==> config.mk <==
export PLATFORM = sky130hd
export DESIGN_NAME = software_timer_bank
export DESIGN_NICKNAME = d
export VERILOG_FILES = /design/src/design/tsb_pkg.sv /design/src/design/software_timer_bank.sv /design/src/design/tsb_alu.sv
export SDC_FILE = /design/constraint.sdc
export NUM_CORES = 1
export LEC_CHECK = 0
export BUFFER_PORTS_ARGS = -buffer_cell sky130_fd_sc_hd__buf_4
export CAP_MARGIN = 20
export CELL_PAD_IN_SITES_DETAIL_PLACEMENT = 1
export CELL_PAD_IN_SITES_GLOBAL_PLACEMENT = 2
export CORE_MARGIN = 5
export CORE_UTILIZATION = 43
export CTS_BUF_LIST = sky130_fd_sc_hd__clkbuf_8 sky130_fd_sc_hd__clkbuf_16
export CTS_CLUSTER_DIAMETER = 40
export DETAILED_ROUTE_END_ITERATION = 16
export GPL_TIMING_DRIVEN = 0
export PLACE_DENSITY = 0.78
export SLEW_MARGIN = 30
export SYNTH_ARGS = -nofsm -noshare
export SYNTH_HDL_FRONTEND = slang
export SYNTH_SLANG_ARGS = --single-unit
==> constraint.sdc <==
create_clock -name clk -period 13.02 [get_ports clk]
set_input_delay 1.953 -clock clk [delete_from_list [all_inputs] [get_ports clk]]
set_output_delay 1.953 -clock clk [all_outputs]
set_load 0.02 [all_outputs]
==> src/design/tsb_pkg.sv <==
// timer bank shared types, codes and constants
// used by tsb_alu, software_timer_bank, the checker and the testbench; no dependencies
`timescale 1ns / 1ps

package tsb_pkg;

    // item kinds
    localparam logic [2:0] KIND_TICK    = 3'd0;
    localparam logic [2:0] KIND_INSTALL = 3'd1;
    localparam logic [2:0] KIND_REMOVE  = 3'd2;
    localparam logic [2:0] KIND_START   = 3'd3;
    localparam logic [2:0] KIND_STOP    = 3'd4;
    localparam logic [2:0] KIND_QUERY   = 3'd5;

    // result kinds
    localparam logic [1:0] RK_EXPIRY  = 2'd0;
    localparam logic [1:0] RK_INSTALL = 2'd1;
    localparam logic [1:0] RK_ACK     = 2'd2;
    localparam logic [1:0] RK_QUERY   = 2'd3;

    // status codes
    localparam logic [1:0] ST_OK        = 2'd0;
    localparam logic [1:0] ST_NO_FREE   = 2'd1;
    localparam logic [1:0] ST_BAD_ID    = 2'd2;
    localparam logic [1:0] ST_NOT_ALLOC = 2'd3;

    // constants
    localparam logic [15:0] TICK_RESET  = 16'd20;
    localparam int          MAX_RESULTS = 8;
    localparam logic [31:0] SAT_MS      = 32'hFFFF_FFFF;

    // register map: one 16-bit register, decoded on the word address bit
    localparam int               PADDR_W         = 3;
    localparam logic [PADDR_W-3:0] REG_TICK_LENGTH = '0;

    typedef enum logic
    {
        ALU_ADD_SAT,
        ALU_SUB_FLOOR
    } alu_op_t;

    typedef struct packed
    {
        logic [2:0]  kind;
        logic [3:0]  timer_id;
        logic [31:0] timeout_ms;
        logic        periodic;
    } cmd_t;

    typedef struct packed
    {
        logic [1:0]  result_kind;
        logic [2:0]  slot;
        logic [1:0]  status;
        logic [31:0] remaining_ms;
        logic        running;
        logic        last;
    } rsp_t;

endpackage

==> src/design/software_timer_bank.sv <==
// top level of the software timer bank: slot state, sequencer, apb register
// depends on tsb_pkg and tsb_alu
`timescale 1ns / 1ps

// A bank of NUM_SLOTS timer slots driven by command transactions (tick, install, remove,
// start, stop, query) and answering with response transactions. One command is taken at a
// time: a tick walks the slots one per cycle through a single shared 32-bit adder and
// comparator, pausing only while an expiry waits for the response register to empty, and
// cmd_ready returns after the walk and its end step. Install, remove, start, stop and
// query answer once the response register is free and then return to idle; the unused
// kinds 6 and 7 are dropped with no response. Expiries come out in slot order, at most 8
// per tick, with last set on the final one; a tick without expiry gives no response. A
// response register sits on the output, so a new command is taken while an answer still
// waits. tick_length_ms is the one apb register at byte address 0 (reset 20); write it
// only while the bank is idle.
module software_timer_bank
    import tsb_pkg::*;
#(
    parameter int NUM_SLOTS = 8
)
(
    input  logic               clk,
    input  logic               rst_n,
    // command channel
    input  logic               cmd_valid,
    output logic               cmd_ready,
    input  cmd_t               cmd,
    // response channel
    output logic               rsp_valid,
    input  logic               rsp_ready,
    output rsp_t               rsp,
    // apb register port
    input  logic               psel,
    input  logic               penable,
    input  logic               pwrite,
    input  logic [PADDR_W-1:0] paddr,
    input  logic [31:0]        pwdata,
    output logic [31:0]        prdata,
    output logic               pready
);

    localparam int IDX_W = (NUM_SLOTS > 1) ? $clog2(NUM_SLOTS) : 1;
    localparam int CNT_W = $clog2(MAX_RESULTS + 1);
    localparam logic [IDX_W-1:0] LAST_IDX = IDX_W'(NUM_SLOTS - 1);

    typedef enum logic [1:0]
    {
        S_IDLE,
        S_TICK,
        S_TICK_END,
        S_CMD
    } state_t;

    // sequencer registers
    state_t           state_reg, state_next;
    logic [IDX_W-1:0] idx_reg, idx_next;
    logic [CNT_W-1:0] cnt_reg, cnt_next;
    logic             hold_valid_reg, hold_valid_next;
    logic [2:0]       hold_slot_reg, hold_slot_next;
    cmd_t             cmd_reg, cmd_next;
    logic             rsp_valid_reg, rsp_valid_next;
    rsp_t             rsp_reg, rsp_next;

    // slot state
    logic             alloc_reg   [NUM_SLOTS];
    logic             per_reg     [NUM_SLOTS];
    logic [31:0]      tmo_reg     [NUM_SLOTS];
    logic [31:0]      ela_reg     [NUM_SLOTS];
    logic [15:0]      tick_len_reg;

    // slot write port
    logic [IDX_W-1:0] wr_idx;
    logic             alloc_we, alloc_wdata;
    logic             per_we, per_wdata;
    logic             tmo_we;
    logic [31:0]      tmo_wdata;
    logic             ela_we;
    logic [31:0]      ela_wdata;

    // read side and shared unit
    logic [IDX_W-1:0] rd_idx;
    logic             rd_alloc, rd_per;
    logic [31:0]      rd_tmo, rd_ela;
    alu_op_t          alu_op;
    logic [31:0]      alu_a, alu_b, alu_res;
    logic             alu_ge;

    logic             id_ok;
    logic             free_found;
    logic [IDX_W-1:0] free_idx;
    logic             out_free;
    logic             armed, expire, report, stall;
    logic             cfg_wr;

    // ---------------------------------------------------------------------------------
    // apb register
    // ---------------------------------------------------------------------------------
    assign pready = 1'b1;
    assign cfg_wr = psel && penable && pwrite && (paddr[PADDR_W-1:2] == REG_TICK_LENGTH);
    assign prdata = (paddr[PADDR_W-1:2] == REG_TICK_LENGTH) ? {16'd0, tick_len_reg} : '0;

    always_ff @(posedge clk or negedge rst_n)
    begin
        if (!rst_n)
        begin
            tick_len_reg <= TICK_RESET;
        end
        else if (cfg_wr)
        begin
            tick_len_reg <= pwdata[15:0];
        end
    end

    // ---------------------------------------------------------------------------------
    // slot read, shared unit and lowest free slot
    // ---------------------------------------------------------------------------------
    // the addressed id may be beyond the bank; id_ok gates every slot access made with it
    assign id_ok  = ({1'b0, cmd_reg.timer_id} < 5'(NUM_SLOTS));
    assign rd_idx = (state_reg == S_TICK) ? idx_reg : cmd_reg.timer_id[IDX_W-1:0];

    assign rd_alloc = alloc_reg[rd_idx];
    assign rd_per   = per_reg[rd_idx];
    assign rd_tmo   = tmo_reg[rd_idx];
    assign rd_ela   = ela_reg[rd_idx];

    // tick: elapsed + tick length, saturating, compared with the timeout
    // query: timeout - elapsed, floored at zero
    assign alu_op = (state_reg == S_TICK) ? ALU_ADD_SAT : ALU_SUB_FLOOR;
    assign alu_a  = (state_reg == S_TICK) ? rd_ela : rd_tmo;
    assign alu_b  = (state_reg == S_TICK) ? {16'd0, tick_len_reg} : rd_ela;

    tsb_alu u_alu
    (
        .op  (alu_op),
        .a   (alu_a),
        .b   (alu_b),
        .c   (rd_tmo),
        .res (alu_res),
        .ge  (alu_ge)
    );

    always_comb
    begin
        free_found = 1'b0;
        free_idx   = '0;
        for (int i = NUM_SLOTS - 1; i >= 0; i--)
        begin
            if (!alloc_reg[i])
            begin
                free_found = 1'b1;
                free_idx   = IDX_W'(i);
            end
        end
    end

    // ---------------------------------------------------------------------------------
    // sequencer
    // ---------------------------------------------------------------------------------
    assign out_free = !rsp_valid_reg || rsp_ready;

    // tick walk: an expiry is held until the next one, so last can mark the final one
    assign armed  = rd_alloc && (rd_tmo != '0);
    assign expire = armed && alu_ge;
    assign report = expire && (cnt_reg < CNT_W'(MAX_RESULTS));
    assign stall  = report && hold_valid_reg && !out_free;

    always_comb
    begin
        state_next      = state_reg;
        idx_next        = idx_reg;
        cnt_next        = cnt_reg;
        hold_valid_next = hold_valid_reg;
        hold_slot_next  = hold_slot_reg;
        cmd_next        = cmd_reg;
        rsp_valid_next  = rsp_valid_reg && !rsp_ready;
        rsp_next        = rsp_reg;

        wr_idx      = rd_idx;
        alloc_we    = 1'b0;
        alloc_wdata = 1'b0;
        per_we      = 1'b0;
        per_wdata   = 1'b0;
        tmo_we      = 1'b0;
        tmo_wdata   = '0;
        ela_we      = 1'b0;
        ela_wdata   = '0;

        case (state_reg)
            S_IDLE:
            begin
                if (cmd_valid)
                begin
                    cmd_next = cmd;
                    if (cmd.kind == KIND_TICK)
                    begin
                        state_next      = S_TICK;
                        idx_next        = '0;
                        cnt_next        = '0;
                        hold_valid_next = 1'b0;
                    end
                    else if (cmd.kind inside {[KIND_INSTALL:KIND_QUERY]})
                    begin
                        state_next = S_CMD;
                    end
                end
            end

            S_TICK:
            begin
                if (!stall)
                begin
                    if (armed)
                    begin
                        ela_we    = 1'b1;
                        ela_wdata = (expire && rd_per) ? '0 : alu_res;
                        if (expire && !rd_per)
                        begin
                            tmo_we = 1'b1;
                        end
                    end
                    if (report)
                    begin
                        if (hold_valid_reg)
                        begin
                            rsp_valid_next = 1'b1;
                            rsp_next       = '{RK_EXPIRY, hold_slot_reg, ST_OK, 32'd0,
                                               1'b0, 1'b0};
                        end
                        hold_valid_next = 1'b1;
                        hold_slot_next  = 3'(idx_reg);
                        cnt_next        = cnt_reg + 1'b1;
                    end
                    if (idx_reg == LAST_IDX)
                    begin
                        state_next = S_TICK_END;
                    end
                    else
                    begin
                        idx_next = idx_reg + 1'b1;
                    end
                end
            end

            S_TICK_END:
            begin
                if (!hold_valid_reg)
                begin
                    state_next = S_IDLE;
                end
                else if (out_free)
                begin
                    rsp_valid_next  = 1'b1;
                    rsp_next        = '{RK_EXPIRY, hold_slot_reg, ST_OK, 32'd0, 1'b0, 1'b1};
                    hold_valid_next = 1'b0;
                    state_next      = S_IDLE;
                end
            end

            S_CMD:
            begin
                if (out_free)
                begin
                    rsp_valid_next   = 1'b1;
                    rsp_next         = '0;
                    rsp_next.last    = 1'b1;
                    rsp_next.slot    = cmd_reg.timer_id[2:0];
                    rsp_next.status  = ST_OK;
                    rsp_next.result_kind = (cmd_reg.kind == KIND_QUERY) ? RK_QUERY : RK_ACK;
                    state_next       = S_IDLE;

                    if (cmd_reg.kind == KIND_INSTALL)
                    begin
                        rsp_next.result_kind = RK_INSTALL;
                        if (free_found)
                        begin
                            rsp_next.slot = 3'(free_idx);
                            wr_idx        = free_idx;
                            alloc_we      = 1'b1;
                            alloc_wdata   = 1'b1;
                            tmo_we        = 1'b1;
                            ela_we        = 1'b1;
                        end
                        else
                        begin
                            rsp_next.slot   = '0;
                            rsp_next.status = ST_NO_FREE;
                        end
                    end
                    else if (!id_ok)
                    begin
                        rsp_next.status = ST_BAD_ID;
                    end
                    else
                    begin
                        case (cmd_reg.kind)
                            KIND_REMOVE:
                            begin
                                alloc_we = 1'b1;
                            end
                            KIND_START:
                            begin
                                if (!rd_alloc)
                                begin
                                    rsp_next.status = ST_NOT_ALLOC;
                                end
                                else
                                begin
                                    tmo_we    = 1'b1;
                                    tmo_wdata = cmd_reg.timeout_ms;
                                    per_we    = 1'b1;
                                    per_wdata = cmd_reg.periodic;
                                    ela_we    = 1'b1;
                                end
                            end
                            KIND_STOP:
                            begin
                                tmo_we = 1'b1;
                            end
                            KIND_QUERY:
                            begin
                                if (!rd_alloc)
                                begin
                                    rsp_next.status = ST_NOT_ALLOC;
                                end
                                else
                                begin
                                    rsp_next.remaining_ms = alu_res;
                                    rsp_next.running      = (alu_res != '0);
                                end
                            end
                            default:
                            begin
                                rsp_next.status = ST_OK;
                            end
                        endcase
                    end
                end
            end

            default:
            begin
                state_next = S_IDLE;
            end
        endcase
    end

    always_ff @(posedge clk or negedge rst_n)
    begin
        if (!rst_n)
        begin
            state_reg      <= S_IDLE;
            idx_reg        <= '0;
            cnt_reg        <= '0;
            hold_valid_reg <= 1'b0;
            rsp_valid_reg  <= 1'b0;
        end
        else
        begin
            state_reg      <= state_next;
            idx_reg        <= idx_next;
            cnt_reg        <= cnt_next;
            hold_valid_reg <= hold_valid_next;
            rsp_valid_reg  <= rsp_valid_next;
        end
    end

    // payload registers, no reset
    always_ff @(posedge clk)
    begin
        hold_slot_reg <= hold_slot_next;
        cmd_reg       <= cmd_next;
        rsp_reg       <= rsp_next;
    end

    // slot state, cleared at reset
    always_ff @(posedge clk or negedge rst_n)
    begin
        if (!rst_n)
        begin
            for (int i = 0; i < NUM_SLOTS; i++)
            begin
                alloc_reg[i] <= 1'b0;
                per_reg[i]   <= 1'b0;
                tmo_reg[i]   <= '0;
                ela_reg[i]   <= '0;
            end
        end
        else
        begin
            if (alloc_we)
            begin
                alloc_reg[wr_idx] <= alloc_wdata;
            end
            if (per_we)
            begin
                per_reg[wr_idx] <= per_wdata;
            end
            if (tmo_we)
            begin
                tmo_reg[wr_idx] <= tmo_wdata;
            end
            if (ela_we)
            begin
                ela_reg[wr_idx] <= ela_wdata;
            end
        end
    end

    assign cmd_ready = (state_reg == S_IDLE);
    assign rsp_valid = rsp_valid_reg;
    assign rsp       = rsp_reg;

    // ---------------------------------------------------------------------------------
    // assertions
    // ---------------------------------------------------------------------------------
    // never more expiries reported per tick than response places
    a_cnt_bound : assert property (@(posedge clk) disable iff (!rst_n)
        cnt_reg <= CNT_W'(MAX_RESULTS))
        else $error("expiry count above limit");

    // no expiry is left held once the bank is idle again
    a_no_hold_idle : assert property (@(posedge clk) disable iff (!rst_n)
        cmd_ready |-> !hold_valid_reg)
        else $error("expiry held while idle");

    // a tick transaction takes the bank busy on the next cycle
    a_tick_busy : assert property (@(posedge clk) disable iff (!rst_n)
        (cmd_valid && cmd_ready && cmd.kind == KIND_TICK) |=> !cmd_ready)
        else $error("ready after tick accept");

    // a held expiry goes out only with last clear; the final one comes from the end step
    a_expiry_last : assert property (@(posedge clk) disable iff (!rst_n)
        (state_reg == S_TICK && rsp_valid_next && !(rsp_valid_reg && !rsp_ready))
            |-> !rsp_next.last)
        else $error("last set mid walk");

endmodule

==> src/design/tsb_alu.sv <==
// shared 32-bit arithmetic unit of the timer bank: saturating add or floored subtract
// plus a compare of the result against a third operand; uses tsb_pkg
`timescale 1ns / 1ps

module tsb_alu
    import tsb_pkg::*;
(
    input  alu_op_t     op,
    input  logic [31:0] a,
    input  logic [31:0] b,
    input  logic [31:0] c,
    output logic [31:0] res,
    output logic        ge
);

    logic [32:0] sum;
    logic [32:0] diff;

    assign sum  = {1'b0, a} + {1'b0, b};
    assign diff = {1'b0, a} - {1'b0, b};

    always_comb
    begin
        case (op)
            ALU_ADD_SAT:   res = sum[32] ? SAT_MS : sum[31:0];
            ALU_SUB_FLOOR: res = diff[32] ? '0 : diff[31:0];
            default:       res = '0;
        endcase
    end

    assign ge = (res >= c);

endmodule

==> results.md, run 1 <==
- Tot Pwr: 9.04 mW
- Worst setup EP type: flop
- Worst hold stages: 1
- Yosys top cell area share: 39.1%
- Most frequent cells in the layout: 553 x dfrtp_1, 346 x mux2_2, 197 x mux2_1
- Setup crit start: state_reg[1]$_DFFE_PN0P_
- Commonest non-fill, non-tap cell in the layout: dfrtp_1
- Via count: 26197
- Distinct cells, synth: 84
- Primary FF master, synth: dfrtp_1
- Util after Layout: 51.3%
- Non-filler cells, final: 4415
- Total grt overflow: 0
- TritonCTS sink count: 639
- Post-DP HPWL: 92700 um
- FMAX: 0.0784 GHz
- Post-route cell area: 42000 um^2
- Clk_skew: 0.0469 ns
- Vias per cell: 5.93
- Leakage: 20.0 nW
- RSZ-0062 raised after global routing: no
- #FFs+latches synth: 639
- Initial antenna violation count: 3
- Std-Cell Rows: 105
- Critical Path Source Type: flop
- Nets@finish: 3437
- Critical path fanouts, max: 10
- Max clock buf depth: 3
- Area growth, synth to finish: 18.6%
- TritonCTS Buffers: 108
- Worst Path Arrival: 13.31 ns
- Placed instance count: 4211
- Post-layout minimum cycle time: 12.75 ns
- Ys Warns: 0
- CTS tree: built
- Final WL: 126000 um
- Final setup violating endpoints: 0
- GRT Overall Usage: 28.3%
- Tightest Pin Transition: 1.06 ns
- Antenna cells: 0
- Largest net degree at the start of global routing: 95
- Ratio of final minimum period to clock period: 98.0%
- Slowest CP cell: mux2i_1
- Crit path max-delay family: buffers and inverters
- Crit path required time: 13.57 ns
- Worst-Skew Late Latency: 0.71 ns
- Die Footprint: 88100 um^2
- Fin. max-slew vios: 0
- CTS Root Cell: clkbuf_16
- Critical path's most frequent cell: buf_2
- Hold Path Sink: tmo_reg[150]$_DFFE_PN0P_
- Critical path type: flop to flop
- First-pass iteration count of the detailed router: 7
- Outcome: finished clean
- Final hold violation count: 0
- Gp weighted congestion: 0.938
- Core Area: 81800 um^2
- Post-synthesis area per instance: 11.8 um^2
- Number of synthesized flops with an enable pin: 84
- Initial Util: 43.2%
- Worst R2R Path Depth: 36
- Async SR Flop Fraction: 86.9%
- CTS HTree Levels: 3
- Hold Crit Class: flop to flop
- Worst vdd ir: 0.000139 V
- R2r startpoint: state_reg[1]$_DFFE_PN0P_
- IO Pins: 158
- Initial drt markers: 2029
- R2R setup slack: 0.27 ns
- Clock-pin transition on the worst setup and hold timing paths: 0.05 ns
- Antenna viol nets, final: 0
- # Post-CTS Setup Buffers: 0
- Top cells by area, synth: dfrtp_1 39%, mux2_2 11%, edfxtp_1 7.1%
- Number of global-route vias before repair: 28390
- Post-Syn Instances: 2990
- Layout cell share with drive strength beyond 1: 29.4%
- Final-layout fill cell count: 8491
- Buf/Inv on CP: 13
- Power per Cell Area: 215 nW/um^2
- Biggest area consumer among synthesized cells: dfrtp_1
- Placed cell areas: 38100 um^2
- Max Cap Viol: 0
- Die Y: 297 um
- Reg2reg end: ela_reg[176]$_DFFE_PN0P_
- First-pass GRT wire length: 190000 um
- DR DRC count: 0
- Worst path max stage delay: 0.71 ns
- DR WL/cell: 28.6 um
- Mapped Area: 35400 um^2
- Worst slew margin: 28.8%
- Die X: 297 um
- HP Start: tmo_reg[150]$_DFFE_PN0P_
- Seq/Total Area, Yosys: 46.4%
- Port buffer count: 121
==> power by group <==
group          internal (mW)  leakage (nW)  switching [mW]
Clock                   1.78          1.83            1.10
Sequential              2.17          8.52          0.0484
Combinational           1.24          9.69            2.70
Total                   5.20          20.0            3.84
==> stage by stage <==
| step | setup slack [ns] | hold slack, ns | setup TNS [ns] |
|---|---|---|---|
| finish | 0.265 | 0.481 | 0 |
| global route | 0.0112 | 0.493 | 0 |
| CTS | 0.0401 | 0.486 | 0 |
| detailed placement | -2.41 | 0.471 | -1100.40 |
| global placement | -7.91 | 0.462 | -1708.59 |
| floorplan | 1.25 | 0.449 | 0 |
==> cells in the mapped netlist, drive strengths merged (5+ instances only) <==
| master | n |
|---|---|
| a211o | 8 |
| a211oi | 39 |
| a21boi | 22 |
| a21o | 31 |
| a21oi | 147 |
| a221o | 8 |
| a22oi | 8 |
| a31oi | 23 |
| and2 | 47 |
| and3 | 10 |
| and4 | 5 |
| buf | 147 |
| clkbuf | 83 |
| dfrtp | 553 |
| edfxtp | 84 |
| ha | 102 |
| inv | 128 |
| mux2 | 544 |
| mux2i | 97 |
| mux4 | 103 |
| nand2 | 149 |
| nand2b | 16 |
| nand3 | 54 |
| nand4 | 15 |
| nor2 | 188 |
| nor2b | 15 |
| nor3 | 33 |
| nor4 | 13 |
| o211ai | 30 |
| o21a | 15 |
| o21ai | 85 |
| o21bai | 19 |
| o221ai | 8 |
| o22ai | 11 |
| o31ai | 5 |
| o41ai | 5 |
| or2 | 26 |
| or3 | 11 |
| xnor2 | 30 |
==> logic make-up after synthesis <==
group                    count (synthesis)  synth area share [%]
multiplexers                           744                  26.6
adder cells (fa/ha/maj)                104                  3.72
flip-flops                             639                  46.4
buffers and inverters                  359                  4.73
AND/OR/NAND/NOR                        592                  8.03
other                                    2                0.0212
AO/OA/AOI/OAI                          518                  9.72
XOR/XNOR                                32                 0.792
==> how the worst max path moves through the flow <==
stage / slack (ns) / depth (start not counted) / end
3_3_place_gp: -7.91 / 34 / rsp[25]$_SDFFCE_PP0P_
5_1_grt: 0.01 / 37 / ela_reg[176]$_DFFE_PN0P_
4_1_cts: 0.04 / 37 / ela_reg[71]$_DFFE_PN0P_
6_report: 0.27 / 36 / ela_reg[176]$_DFFE_PN0P_
2_1_floorplan: 1.25 / 34 / rsp[0]$_SDFFCE_PP0P_
3_5_place_dp: -2.41 / 37 / ela_reg[177]$_DFFE_PN0P_
==> routing by layer <==
layer | vias to the layer above | GRT usage, % | part of all wire, %
met5 | - | 0 | 0
li1 | 11430 | - | -
met1 | 13891 | 40.1 | 45
met4 | 0 | 7.10 | 2.4
met2 | 706 | 46.1 | 47
met3 | 170 | 4.39 | 4.8
==> repair_timing <==
item                       in CTS  in global routing
resized for setup              23                 14
hold buffers                    0                  0
setup endpoints to repair     567                549
==> final cells by class <==
cell class / instances / area [um^2] / area share (%)
well taps: 1070 / 1340 / 3.19
inverters: 129 / 484 / 1.15
repair buffers: 137 / 1180 / 2.82
plain buffers: 229 / 1230 / 2.93
clock inverters: 83 / 837 / 2.00
flip-flops and latches: 639 / 16400 / 39.1
multi-input cells: 2007 / 17500 / 41.8
clock buffers: 121 / 2930 / 6.98
(Power assumes the default switching activity.)
==> inputs of run 2 (changes only) <==
- RECOVER_POWER: unset -> 100
==> run 2 against run 1 <==
Flip-flop and latch count is the same. Combinational power decreased by 3%. Register-to-register slack improved by 0.04 ns. Critical endpoint is now ela_reg[161]$_DFFE_PN0P_. Clock skew decreased by 0.00056 ns. Die area did not move. The flow now finishes with violations (capacitance limit, slew limit).
==> results.md, run 2 (synthesized netlist as in run 1, its figures left out) <==
- Die Footprint: 88100 um^2 (unchanged)
- # Post-CTS Setup Buffers: 0 (unchanged)
- Nets@finish: 3437 (unchanged)
- Max Cap Viol: 8 (was 0)
- TritonCTS sink count: 639 (unchanged)
- Area growth, synth to finish: 17.0% (was 18.6%)
- Initial drt markers: 1940 (was 2029)
- FMAX: 0.0786 GHz (was 0.0784 GHz)
- Number of global-route vias before repair: 28390 (unchanged)
- GRT Overall Usage: 28.3% (unchanged)
- Core Area: 81800 um^2 (unchanged)
- DR DRC count: 0 (unchanged)
- Final WL: 126000 um (about the same)
- Critical path fanouts, max: 10 (unchanged)
- TritonCTS Buffers: 108 (unchanged)
- Clock-pin transition on the worst setup and hold timing paths: 0.05 ns (about the same)
- Violated checks: capacitance limit, slew limit
- Die X: 297 um (unchanged)
- First-pass GRT wire length: 190000 um (unchanged)
- CTS tree: built (unchanged)
- Worst-Skew Late Latency: 0.71 ns (about the same)
- Fin. max-slew vios: 611 (was 0)
- Final hold violation count: 0 (unchanged)
- Crit path required time: 13.57 ns (about the same)
- Layout cell share with drive strength beyond 1: 27.1% (was 29.4%)
- Slowest CP cell: o22ai_1 (was mux2i_1)
- CTS HTree Levels: 3 (unchanged)
- Worst vdd ir: 0.000136 V (was 0.000139 V)
- Vias per cell: 5.94 (was 5.93)
- Crit path max-delay family: buffers and inverters (unchanged)
- Initial antenna violation count: 5 (was 3)
- Commonest non-fill, non-tap cell in the layout: dfrtp_1 (unchanged)
- Total grt overflow: 0 (unchanged)
- Gp weighted congestion: 0.938 (unchanged)
- Initial Util: 43.2% (unchanged)
- Sequential cell area: 16400 um^2 (unchanged)
- Antenna viol nets, final: 0 (unchanged)
- Tot Pwr: 8.94 mW (was 9.04 mW)
- Critical Path Source Type: flop (unchanged)
- Worst setup EP type: flop (unchanged)
- Area of the multi-input gates: 17500 um^2 (about the same)
- Most frequent cells in the layout: 553 x dfrtp_1, 346 x mux2_2, 197 x mux2_1 (unchanged)
- Ratio of final minimum period to clock period: 97.7% (was 98.0%)
- Post-DP HPWL: 92700 um (unchanged)
- Largest net degree at the start of global routing: 95 (unchanged)
- Port buffer count: 121 (unchanged)
- Tightest Pin Transition: 4.98 ns (was 1.06 ns)
- Final-layout fill cell count: 8553 (was 8491)
- Hold bufs inserted after CTS: 0 (unchanged)
- Worst slew margin: -232% (was 28.8%)
- Die Y: 297 um (unchanged)
- Worst path max stage delay: 0.67 ns (was 0.71 ns)
- Outcome: finished with violations (was finished clean)
- Final setup violating endpoints: 0 (unchanged)
- Max clock buf depth: 3 (unchanged)
- Leakage: 19.7 nW (was 20.0 nW)
- CTS Root Cell: clkbuf_16 (unchanged)
- RSZ-0062 raised after global routing: no (unchanged)
- Buf/Inv on CP: 17 (was 13)
- Via count: 26212 (was 26197)
- DR WL/cell: 28.6 um (about the same)
- First-pass iteration count of the detailed router: 5 (was 7)
- Worst Path Arrival: 13.27 ns (was 13.31 ns)
- Post-layout minimum cycle time: 12.72 ns (was 12.75 ns)
- Clk_skew: 0.0464 ns (was 0.0469 ns)
- Critical path type: flop to flop (unchanged)
- Std-Cell Rows: 105 (unchanged)
- Hold WS: 0.481 ns (about the same)
- Hold Crit Class: flop to flop (unchanged)
- Power per Cell Area: 216 nW/um^2 (was 215 nW/um^2)
- IO Pins: 158 (unchanged)
- Critical path's most frequent cell: clkbuf_2 (was buf_2)
[run 2: worst reg2reg max path: cells and delay by family, from the launching register on]
family	cells	cell delay, ns
adders and majority gates	3	0.78
and+or+nand+nor	4	1.44
AOI/OAI and AO/OA	12	3.48
buffers and inverters	17	5.80
DFF	1	0.43
muxes	2	0.65
[run 2: final timing paths]
| check | startpoint | to | slack (ns) | depth (start not counted) |
|---|---|---|---|---|
| max | state_reg[1]$_DFFE_PN0P_ | ela_reg[161]$_DFFE_PN0P_ | 0.30 | 38 |
| max in group asynchronous | rst_n | ela_reg[118]$_DFFE_PN0P_ | 2.28 | 3 |
| max reg2reg | state_reg[1]$_DFFE_PN0P_ | ela_reg[161]$_DFFE_PN0P_ | 0.30 | 38 |
| min in group asynchronous | rst_n | state_reg[1]$_DFFE_PN0P_ | 1.66 | 1 |
| min reg2reg | tmo_reg[150]$_DFFE_PN0P_ | tmo_reg[150]$_DFFE_PN0P_ | 0.48 | 1 |
| min | tmo_reg[150]$_DFFE_PN0P_ | tmo_reg[150]$_DFFE_PN0P_ | 0.48 | 1 |
[run 2: area by class of cell]
class	instances	area share, %
clock buffer	121	7.07
tap	1070	3.23
multi-input combinational	2007	42.2
clock inverter	83	2.02
inverter	129	1.17
antenna	1	0.00604
buffer	229	2.72
sequential	639	39.6
timing repair buffer	137	1.89
[run 2: repair_timing]
item	4_1_cts	5_1_grt
hold endpoints to repair	0	0
resized for setup	23	14
endpoints found under the setup margin	567	549
gates cloned	0	0
[run 2: power breakdown]
group / total (mW) / switching [mW] / internal (mW)
sequential: 2.22 / 0.0467 / 2.18
clock: 2.88 / 1.10 / 1.78
combinational: 3.84 / 2.67 / 1.16
total: 8.94 / 3.82 / 5.12
[run 2: metal layers]
metal  vias to the layer above  track usage (%)  wire (um)  part of all wire (%)
met1                     13921             40.1      57400                    45
met5                         -                0          0                     0
met3                       179             4.39       5970                   4.7
met4                         0             7.10       3220                   2.6
li1                      11437                -          -                     -
met2                       675             46.1      59600                    47
[run 2: stage by stage]
step | cells | instance area, um^2 | setup slack [ns] | setup TNS (ns) | util, %
after global placement | 4196 | 37700 | -7.91 | -1708.59 | 46.1
after detailed placement | 4211 | 38100 | -2.41 | -1100.40 | 46.5
after global routing | 4415 | 41400 | 0.0105 | 0 | 50.6
after CTS | 4414 | 41900 | 0.0401 | 0 | 51.2
final | 4416 | 41400 | 0.302 | 0 | 50.6
after floorplan | 3005 | 35400 | 1.25 | 0 | -
